### config.mk
export PLATFORM = sky130hd
export DESIGN_NAME = waypoint_turn_drive_turn_planner
export DESIGN_NICKNAME = d
export VERILOG_FILES = /design/src/rtl/wtp_pkg.sv /design/src/rtl/waypoint_turn_drive_turn_planner.sv
export SDC_FILE = /design/constraint.sdc
export NUM_CORES = 2
export LEC_CHECK = 0
export BUFFER_PORTS_ARGS = -buffer_cell sky130_fd_sc_hd__buf_2
export CORE_MARGIN = 1
export CORE_UTILIZATION = 50
export CTS_BUF_LIST = sky130_fd_sc_hd__clkbuf_16
export CTS_CLUSTER_DIAMETER = 40
export DETAILED_ROUTE_END_ITERATION = 8
export PLACE_DENSITY = 0.66
export SLEW_MARGIN = 20
export SYNTH_ARGS = -nofsm -noshare
export SYNTH_HDL_FRONTEND = slang
export SYNTH_SLANG_ARGS = --single-unit
### constraint.sdc
create_clock -name i_clk -period 17.54 [get_ports i_clk]
set_input_delay 0.877 -clock i_clk [delete_from_list [all_inputs] [get_ports i_clk]]
set_output_delay 0.877 -clock i_clk [all_outputs]
set_load 0.01 [all_outputs]
### src/rtl/wtp_pkg.sv
// Shared types and constants for the waypoint turn-drive-turn planner.
// Depends on nothing; the planner top level imports it.
package wtp_pkg;

    // Field widths of the request and result.
    localparam int X_W      = 11;
    localparam int Y_W      = 12;
    localparam int H_W      = 9;
    localparam int TURN_W   = 16;
    localparam int DIST_W   = 14;

    // Internal datapath widths.
    localparam int DX_W     = 12;
    localparam int DY_W     = 13;
    localparam int DXSQ_W   = 24;
    localparam int DYSQ_W   = 26;
    localparam int SQ_W     = 26;
    localparam int ROOT_W   = 13;
    localparam int SQRT_TOP = 24;

    // CORDIC vectoring pass.
    localparam int CORDIC_W     = 32;
    localparam int CORDIC_FRAC  = 16;
    localparam int CORDIC_STEPS = 24;
    localparam int STEP_W       = 5;

    // Heading conversion: hundredths of a radian to a 32-bit binary angle.
    localparam int       PROD_W      = 33;
    localparam logic [22:0] HEADING_K32 = 23'd6835653;

    // Arctangent table, 2^32 equals one full turn.
    localparam logic [CORDIC_W-1:0] ATAN_TAB [CORDIC_STEPS] = '{
        32'd536870912, 32'd316933406, 32'd167458907, 32'd85004756,
        32'd42667331,  32'd21354465,  32'd10679838,  32'd5340245,
        32'd2670163,   32'd1335086,   32'd667544,    32'd333772,
        32'd166886,    32'd83443,     32'd41722,     32'd20861,
        32'd10430,     32'd5215,      32'd2608,      32'd1304,
        32'd652,       32'd326,       32'd163,       32'd81
    };

    // Sequencer states.
    typedef enum logic [6:0] {
        S_IDLE = 7'b0000001,
        S_PREP = 7'b0000010,
        S_INIT = 7'b0000100,
        S_ITER = 7'b0001000,
        S_FOLD = 7'b0010000,
        S_TURN = 7'b0100000,
        S_DONE = 7'b1000000
    } t_state;

endpackage

### src/rtl/waypoint_turn_drive_turn_planner.sv
// Waypoint planner top level: turn, drive straight, turn for a two-wheel robot.
// Uses wtp_pkg for widths, the arctangent table and the sequencer states.
//
//   channel   direction  handshake           payload
//   request   in         i_valid / o_stall   i_cmd, i_target_x, i_target_y, i_target_heading
//   result    out        o_valid / i_stall   o_first_turn, o_travel_distance,
//                                            o_second_turn, o_will_move
//
// A move request passes from acceptance to a valid result through the
// differences and squares, the setup, 24 iterations of the shared CORDIC
// shift-add unit (the square root runs beside it), the turn fold, the final
// turn and the result register. A start-pose request goes from the differences
// straight to the result register. One request is in work at a time; o_stall is high while it is.
// The result register holds while i_stall is high, and a new request is taken
// meanwhile. Synchronous active-low reset clears the pose and the sequencer.
module waypoint_turn_drive_turn_planner
    import wtp_pkg::*;
#(
    parameter int ANGLE_BITS = 16
) (
    input  logic                     i_clk,
    input  logic                     i_rst_n,
    input  logic                     i_valid,
    output logic                     o_stall,
    input  logic                     i_cmd,
    input  logic [X_W-1:0]           i_target_x,
    input  logic [Y_W-1:0]           i_target_y,
    input  logic [H_W-1:0]           i_target_heading,
    output logic                     o_valid,
    input  logic                     i_stall,
    output logic signed [TURN_W-1:0] o_first_turn,
    output logic signed [DIST_W-1:0] o_travel_distance,
    output logic signed [TURN_W-1:0] o_second_turn,
    output logic                     o_will_move
);

    localparam int AB = ANGLE_BITS;
    localparam logic signed [AB-1:0] A_QUARTER     = AB'(1) << (AB - 2);
    localparam logic signed [AB-1:0] A_QUARTER_NEG = -A_QUARTER;
    localparam logic signed [AB-1:0] A_HALF        = AB'(1) << (AB - 1);
    localparam logic [AB-1:0]        A_THREE_Q     = AB'(3) << (AB - 2);
    localparam logic [CORDIC_W-1:0]  Z_ROUND       = CORDIC_W'(1) << (31 - AB);
    localparam logic [PROD_W-1:0]    H_ROUND       = PROD_W'(1) << (31 - AB);

    t_state r_state, n_state;

    // Pose state.
    logic [X_W-1:0] r_last_x;
    logic [Y_W-1:0] r_last_y;
    logic [AB-1:0]  r_heading;

    // Captured request.
    logic           r_cmd;
    logic [X_W-1:0] r_tx;
    logic [Y_W-1:0] r_ty;
    logic [H_W-1:0] r_h;

    // Working registers.
    logic signed [DX_W-1:0]     r_dx;
    logic signed [DY_W-1:0]     r_dy;
    logic [DXSQ_W-1:0]          r_dxsq;
    logic [DYSQ_W-1:0]          r_dysq;
    logic [AB-1:0]              r_want;
    logic                       r_dx_zero;
    logic                       r_dy_pos;
    logic signed [CORDIC_W-1:0] r_cx, r_cy;
    logic [CORDIC_W-1:0]        r_cz;
    logic [STEP_W-1:0]          r_step;
    logic [SQ_W-1:0]            r_rem, r_root, r_bit;
    logic signed [AB-1:0]       r_t1, r_t2;
    logic signed [DIST_W-1:0]   r_dist;

    // Output register.
    logic                       r_o_valid;
    logic signed [TURN_W-1:0]   r_first_turn, r_second_turn;
    logic signed [DIST_W-1:0]   r_travel_distance;
    logic                       r_will_move;

    // Combinational helpers.
    logic signed [DX_W-1:0]     dx;
    logic signed [DY_W-1:0]     dy;
    logic [PROD_W-1:0]          hprod;
    logic signed [CORDIC_W-1:0] x0, y0, xs, ys;
    logic [SQ_W-1:0]            sq_trial;
    logic [CORDIC_W-1:0]        zsum;
    logic [AB-1:0]              traj;
    logic signed [AB-1:0]       diff;
    logic                       fold;
    logic signed [DIST_W-1:0]   root_dist;
    logic                       out_free;
    logic                       req_accept;

    assign req_accept = i_valid && (r_state == S_IDLE);
    assign out_free   = !r_o_valid || !i_stall;
    assign o_stall    = (r_state != S_IDLE);

    // Differences, heading conversion and CORDIC start values.
    always_comb begin
        dx    = $signed({1'b0, r_tx}) - $signed({1'b0, r_last_x});
        dy    = $signed({1'b0, r_ty}) - $signed({1'b0, r_last_y});
        hprod = PROD_W'(r_h) * PROD_W'(HEADING_K32) + H_ROUND;
        x0    = CORDIC_W'(r_dx) <<< CORDIC_FRAC;
        y0    = CORDIC_W'(r_dy) <<< CORDIC_FRAC;
        xs    = r_cx >>> r_step;
        ys    = r_cy >>> r_step;
        sq_trial = r_root + r_bit;
    end

    // Trajectory angle rounding and the first-turn fold.
    always_comb begin
        zsum = r_cz + Z_ROUND;
        if (r_dx_zero) begin
            traj = r_dy_pos ? AB'(A_QUARTER) : A_THREE_Q;
        end else begin
            traj = zsum[31 -: AB];
        end
        diff      = $signed(traj - r_heading);
        fold      = (diff >= A_QUARTER) || (diff <= A_QUARTER_NEG);
        root_dist = $signed(DIST_W'(r_root[ROOT_W-1:0]));
    end

    // Sequencer.
    always_comb begin
        n_state = r_state;
        unique case (r_state)
            S_IDLE: if (i_valid) n_state = S_PREP;
            S_PREP: n_state = r_cmd ? S_INIT : S_DONE;
            S_INIT: n_state = S_ITER;
            S_ITER: if (r_step == STEP_W'(CORDIC_STEPS - 1)) n_state = S_FOLD;
            S_FOLD: n_state = S_TURN;
            S_TURN: n_state = S_DONE;
            S_DONE: if (out_free) n_state = S_IDLE;
            default: n_state = S_IDLE;
        endcase
    end

    // Control registers.
    always_ff @(posedge i_clk) begin
        if (!i_rst_n) begin
            r_state   <= S_IDLE;
            r_o_valid <= 1'b0;
            r_last_x  <= '0;
            r_last_y  <= '0;
            r_heading <= '0;
        end else begin
            r_state <= n_state;
            if (r_state == S_DONE && out_free) begin
                r_o_valid <= 1'b1;
                r_last_x  <= r_tx;
                r_last_y  <= r_ty;
                r_heading <= r_want;
            end else if (!i_stall) begin
                r_o_valid <= 1'b0;
            end
        end
    end

    // Datapath registers.
    always_ff @(posedge i_clk) begin
        if (req_accept) begin
            r_cmd <= i_cmd;
            r_tx  <= i_target_x;
            r_ty  <= i_target_y;
            r_h   <= i_target_heading;
        end

        case (r_state)
            // Differences, squares and the desired heading.
            S_PREP: begin
                r_dx      <= dx;
                r_dy      <= dy;
                r_dxsq    <= DXSQ_W'(dx * dx);
                r_dysq    <= DYSQ_W'(dy * dy);
                r_want    <= hprod[31 -: AB];
                r_dx_zero <= (dx == '0);
                r_dy_pos  <= (dy > 0);
                r_t1      <= '0;
                r_t2      <= '0;
                r_dist    <= '0;
            end
            // Start the square root and the CORDIC pass.
            S_INIT: begin
                r_rem  <= SQ_W'(r_dxsq) + r_dysq;
                r_root <= '0;
                r_bit  <= SQ_W'(1) << SQRT_TOP;
                r_step <= '0;
                if (r_dx < 0) begin
                    r_cx <= -x0;
                    r_cy <= -y0;
                    r_cz <= 32'h8000_0000;
                end else begin
                    r_cx <= x0;
                    r_cy <= y0;
                    r_cz <= '0;
                end
            end
            // One CORDIC rotation and one square-root digit per cycle.
            S_ITER: begin
                r_step <= r_step + STEP_W'(1);
                if (!r_cy[CORDIC_W-1]) begin
                    r_cx <= r_cx + ys;
                    r_cy <= r_cy - xs;
                    r_cz <= r_cz + ATAN_TAB[r_step];
                end else begin
                    r_cx <= r_cx - ys;
                    r_cy <= r_cy + xs;
                    r_cz <= r_cz - ATAN_TAB[r_step];
                end
                if (r_bit != '0) begin
                    if (r_rem >= sq_trial) begin
                        r_rem  <= r_rem - sq_trial;
                        r_root <= (r_root >> 1) + r_bit;
                    end else begin
                        r_root <= r_root >> 1;
                    end
                    r_bit <= r_bit >> 2;
                end
            end
            // First turn, folded by a half turn when the robot drives backward.
            S_FOLD: begin
                if (diff >= A_QUARTER) begin
                    r_t1 <= diff - A_HALF;
                end else if (diff <= A_QUARTER_NEG) begin
                    r_t1 <= diff + A_HALF;
                end else begin
                    r_t1 <= diff;
                end
                r_dist <= fold ? -root_dist : root_dist;
            end
            // Final turn to the desired heading.
            S_TURN: begin
                r_t2 <= $signed(r_want - r_t1 - r_heading);
            end
            // Result register load.
            S_DONE: begin
                if (out_free) begin
                    r_first_turn      <= TURN_W'(r_t1);
                    r_second_turn     <= TURN_W'(r_t2);
                    r_travel_distance <= r_dist;
                    r_will_move       <= (r_t1 != '0) || (r_dist != '0) || (r_t2 != '0);
                end
            end
            default: begin
            end
        endcase
    end

    assign o_valid           = r_o_valid;
    assign o_first_turn      = r_first_turn;
    assign o_travel_distance = r_travel_distance;
    assign o_second_turn     = r_second_turn;
    assign o_will_move       = r_will_move;

endmodule

# Word-level counts from Yosys, hierarchy flattened
# Memories as Yosys holds them, arrays and structs flattened.
# Index checks and enable logic that the tools add are counted.
[totals]
reg_bits = 445
latchBits = 0
ramBits = 0
rom_bits = 1024
output_inout_bits = 49
elab_cells = 136
memories = 1
[classes]
add_sub_neg = 23
multipliers = 3
n_div = 0
order_cmp = 6
eq_ne = 15
shifts = 2
n_mux = 35
bitwise_logic = 1
n_reduce_logical = 20
[mem_list]
columns = ["name", "words", "word_bits", "read_ports", "rd_ports_with_merged_regs", "write_ports", "line_no", "source"]
rows = [
  ["(no name shown)", 32, 32, 1, 0, 0, "waypoint_turn_drive_turn_planner.sv:207", "r_cz <= r_cz - ATAN_TAB[r_step];"],
]
[ops]
columns = ["operator", "count"]
rows = [
  ["32-bit 2-to-1 mux", 8],
  ["32-bit one-hot mux with 2 select lines", 3],
  ["26-bit one-hot mux with 2 select lines", 3],
  ["26-bit 2-to-1 mux", 5],
  ["32-bit adder", 3],
  ["32-bit subtractor", 3],
  ["32-bit by 16-bit adder with 32-bit output (second input constant)", 2],
  ["16-bit 2-to-1 mux", 4],
  ["16-bit one-hot mux with 2 select lines", 2],
  ["32-bit by 5-bit >>> shifter with 32-bit output", 2],
  ["7-bit one-hot mux with 7 select lines", 1],
  ["16-bit subtractor", 3],
  ["9-bit by 23-bit multiplier with 32-bit output (second input constant)", 1],
  ["28-bit negator with 32-bit output", 1],
  ["29-bit negator with 32-bit output", 1],
  ["16-bit nonzero test", 2],
  ["7-bit 2-to-1 mux", 4],
  ["14-bit one-hot mux with 2 select lines", 1],
  ["24-bit by 26-bit adder with 26-bit output", 1],
  ["25-bit by 26-bit adder with 26-bit output", 1],
  ["26-bit adder", 1],
  ["26-bit >= comparator", 1],
  ["13-bit by 13-bit multiplier with 26-bit output", 1],
  ["26-bit nonzero test", 1],
  ["36 further kinds", 50],
]

# Depth between registers and ports, before layout
[logic_depth]
depth_word = 7
mapped_depth = 34
ltp_nobuf = 34

# Least setup slack after synthesis
# Ideal clock, no wire load.
[synth_timing]
kind = "register to register"
from = "register r_ty[0]"
to = "register r_dysq[25], data pin"
t_arrival_ns = 7.995
setup_slack_ns = 9.285
stages_incl_launch_ff = 32
synth_period_minus_slack_ns = 8.255
path_cell_list = "edfxtp_1 -> inv_1 -> ha_1 -> inv_1 -> fa_1 -> a21o_1 -> a21oi_1 -> o21bai_1 -> a21oi_1 -> o21bai_1 -> a21oi_1 -> o211ai_1 -> o31ai_1 -> inv_2 -> nor2_1 -> fa_1 -> inv_1 -> fa_1 -> fa_1 -> inv_1 -> fa_1 -> fa_1 -> ha_1 -> ha_1 -> a21oi_1 -> nand2_1 -> a211oi_1 -> o31ai_1 -> or4_1 -> a31o_2 -> a21oi_1 -> xnor2_1"
[synth_via]
elab_chain_cells = 2
[synth_lines]
columns = ["item", "line_no", "source"]
rows = [
  ["start: declaration", "waypoint_turn_drive_turn_planner.sv:55", "logic [Y_W-1:0] r_ty;"],
  ["start signal: assignment", "waypoint_turn_drive_turn_planner.sv:163", "r_ty <= i_target_y;"],
  ["12-bit by 12-bit subtractor with 13-bit output", "waypoint_turn_drive_turn_planner.sv:100", "dy = $signed({1'b0, r_ty}) - $signed({1'b0, r_last_y});"],
  ["13-bit by 13-bit multiplier with 26-bit output", "waypoint_turn_drive_turn_planner.sv:173", "r_dysq <= DYSQ_W'(dy * dy);"],
  ["end signal: assignment", "waypoint_turn_drive_turn_planner.sv:173", ""],
  ["end: declaration", "waypoint_turn_drive_turn_planner.sv:62", "logic [DYSQ_W-1:0] r_dysq;"],
]
# No other way between the ends.
# A chain may end at the register's enable or synchronous reset.

# Worst setup path after layout
[layout_timing]
from = "register r_ty[0]"
to = "register r_dysq[24], data pin"
[layout_via]
elab_chain_cells = 2
[layout_lines]
columns = ["item", "line_no", "source"]
rows = [
  ["12-bit by 12-bit subtractor with 13-bit output", "waypoint_turn_drive_turn_planner.sv:100", ""],
  ["via dy[8]", "waypoint_turn_drive_turn_planner.sv:81", "logic signed [DY_W-1:0] dy;"],
  ["13-bit by 13-bit multiplier with 26-bit output", "waypoint_turn_drive_turn_planner.sv:173", ""],
]
# The timed path passes the listed nets, and every way through them passes these cells.

==> flow_summary.yaml <==
worst_setup_path:
  worstSetupStartpointType: "flop"
  cp_top_family: "adder cells"
  path_depth: 32
  cp.required_ps: 17940
  crit_path_max_fanout: 10
  reg2reg_depth: 32
  slowest_stage: "a2111oi_0"
  worstSetupPathType: "reg2reg"
  critPathBufInv: 7
  endpoint_kind: "flop"
  slowest_delay_ps: 660
  arrival_ps: 9510
drt:
  first_iter_violations: 2910
  vias_per_cell: 5.82
  antenna_left: 0
  wl_um: 125000
  drt_first_pass_iters: 6
  route.detailed.drc: 0
  wl_per_cell_um: 19.7
  vias: 36900
global_routing:
  antenna_found_initial: 1
  gr-max-usage-layer: "met2"
  met2_usage_pct: 41.7
  grt_pass1_vias: 35900
  gr-usage-all-layers_pct: 26.2
  grt_pass1_wl_um: 197000
  grt_overflow: 0
  grt_max_degree: 80
  use_met1_pct: 36.1
  met3_usage_pct: 3.96
floorplanning:
  core-area_um2: 93500
  die_w_um: 309
  initial_core_util_pct: 50.5
  rows: 112
  die-area_um2: 95700
  die_h_um: 309
  io_pins: 86
flow_run:
  maxCapViolations: 0
synth:
  synthesis.nets: 5814
  synth.area.top_cells: "edfxtp_1 24%, fa_1 14%, ha_1 12%"
  ys_top_cells_by_count: "545 x inv_1, 469 x ha_1, 429 x nor2_1"
  syn_inst: 4980
  seq_area_frac_synth_pct: 26.2
  yosysTopAreaCell: "edfxtp_1"
  yosys_warnings: 0
  syn_avg_cell_area_um2: 9.48
  yosysUniqueCellTypes: 92
  synth_top_area_share_pct: 24.2
  synth_flop_cell: "edfxtp_1"
  async_flop_share_pct: 0
  synth-seq-cells: 428
  netlist_area_um2: 47200
  synth-edff-count: 381
  synth.most_common_cell: "inv_1"
cts:
  clock_latency_ps: 680
  cts_resized: 0
  tritoncts: "done"
  cts_root_buf: "clkbuf_16"
  post-cts-setup-buffer-count: 0
  clock_path_buffers: 3
  clk_pin_slew_ps: 50
  cts-buffers-inserted: 84
  clock_sink_count: 428
  hold_buffers: 0
  htreeDepth: 3
finish:
  nets: 5854
  area_growth_pct: 9.81
  drive_above_1_share_pct: 8.94
  fin_util_pct: 55.5
  finalInstanceArea_um2: 51800
sta:
  finalMaxSlewViolations: 0
  rsz0062_at_grt: "no"
  skew_ps: 67.5
  hold_slack_ps: 403
  hold_viol_final: 0
  period_share_pct: 52.0
  maxSlewHeadroom_pct: 24.7
  worstMarginPinSlew_ps: 1130
  fmax_mhz: 110
  setup-tns-final_ps: 0
  period_needed_ps: 9110
  setup_viol: 0
min_path:
  hold_depth: 1
  min_path_type: "in2reg"
placed_design:
  place_area_um2: 48800
  place.detailed.hpwl_um: 96000
  io_buffers: 85
  gp_congestion: 0.975
run_status:
  status: "complete, no violations"
## routing by layer
layer	share of wire, %	routed length, um	vias up
li1	-	-	17700
met1	45	56000	17800
met2	46	57100	1148
met3	5.9	7340	232
met4	3.7	4660	0
met5	0	0	-
## logic make-up after synthesis
kind of cell               Yosys count  share of synthesized area [%]
buffers and inverters              735                           6.16
AOI/OAI and AO/OA                 1053                           14.4
xor gates and xnor gates           356                           6.60
other                                1                        0.00794
muxes                              181                           6.11
and+or+nand+nor                   1429                           14.2
adders and majority gates          797                           26.3
DFF                                428                           26.2
## state kept, by name, indices dropped and copies added, names as in the netlist, 22 cells and up
name,flops
r_rem,26
r_root,26
r_dxsq,22
r_cy,32
r_cz,32
r_cx,32
r_dysq,24
## placed cells by master, fill, tap and decap left out, types with 16 or more instances in the layout
master | netlist | layout
and2_1 | 56 | 55
nand3_1 | 97 | 96
ha_1 | 469 | 469
o21ai_0 | 218 | 217
mux2i_1 | 58 | 58
clkinv_1 | 12 | 16
clkbuf_16 | 0 | 88
dfxtp_1 | 47 | 47
o22ai_1 | 26 | 26
xnor2_1 | 224 | 224
nor3_1 | 114 | 114
nor2_1 | 429 | 429
edfxtp_1 | 381 | 381
a31oi_1 | 54 | 54
buf_2 | 22 | 85
nand2b_1 | 46 | 46
o21bai_1 | 42 | 42
xor2_1 | 132 | 132
or2_2 | 25 | 25
a21boi_0 | 70 | 70
nand2_1 | 415 | 414
nor4_1 | 29 | 29
o31ai_1 | 25 | 24
a21oi_1 | 290 | 289
fa_1 | 328 | 328
o211ai_1 | 26 | 26
nand4_1 | 24 | 24
a211oi_1 | 41 | 40
a21o_1 | 67 | 67
o21a_1 | 43 | 43
and3_1 | 37 | 37
nor2b_1 | 52 | 52
mux2_2 | 38 | 38
mux4_2 | 68 | 68
buf_4 | 7 | 44
inv_1 | 545 | 548
or3_1 | 51 | 51
## worst register-to-register path: cells and delay by family (launching register included)
kind	cells	cell delay, ps
flip-flops	1	390
AO/OA/AOI/OAI	11	2680
AND/OR/NAND/NOR	3	580
adder cells (fa/ha/maj)	9	3650
XOR/XNOR	2	700
buffers and inverters	7	860
## through the flow
stage               setup slack, ps  instances
global placement               8720       6188
detailed placement             8520       6188
global route                   7820       6344
finish                         8430       6344
floorplan                      9280       4980
CTS                            8450       6343
## worst paths after layout
check / from / endpoint / slack (ps)
setup / recovery: r_ty[0]$_DFFE_PP_ / r_dysq[24]$_DFFE_PN_ / 8430
hold / removal: i_target_x[3] / r_tx[3]$_DFFE_PP_ / 400
setup reg to reg: r_ty[0]$_DFFE_PP_ / r_dysq[24]$_DFFE_PN_ / 8430
hold reg to reg: r_t2[14]$_SDFFCE_PN0P_ / o_second_turn[14]$_DFFE_PP_ / 450
## final cells by class
class,instances,area [um^2]
clock buffer,88,2200
fill,8373,41600
multi-input combinational,3817,32000
inverter,560,2110
sequential,428,12400
timing repair buffer,129,756
antenna,1,2.50
tap,1254,1570
clock inverter,67,863
Power is left out: the tool's default activity adds up to more than one toggle a clock period on the data nets, which glitch-free logic cannot reach.
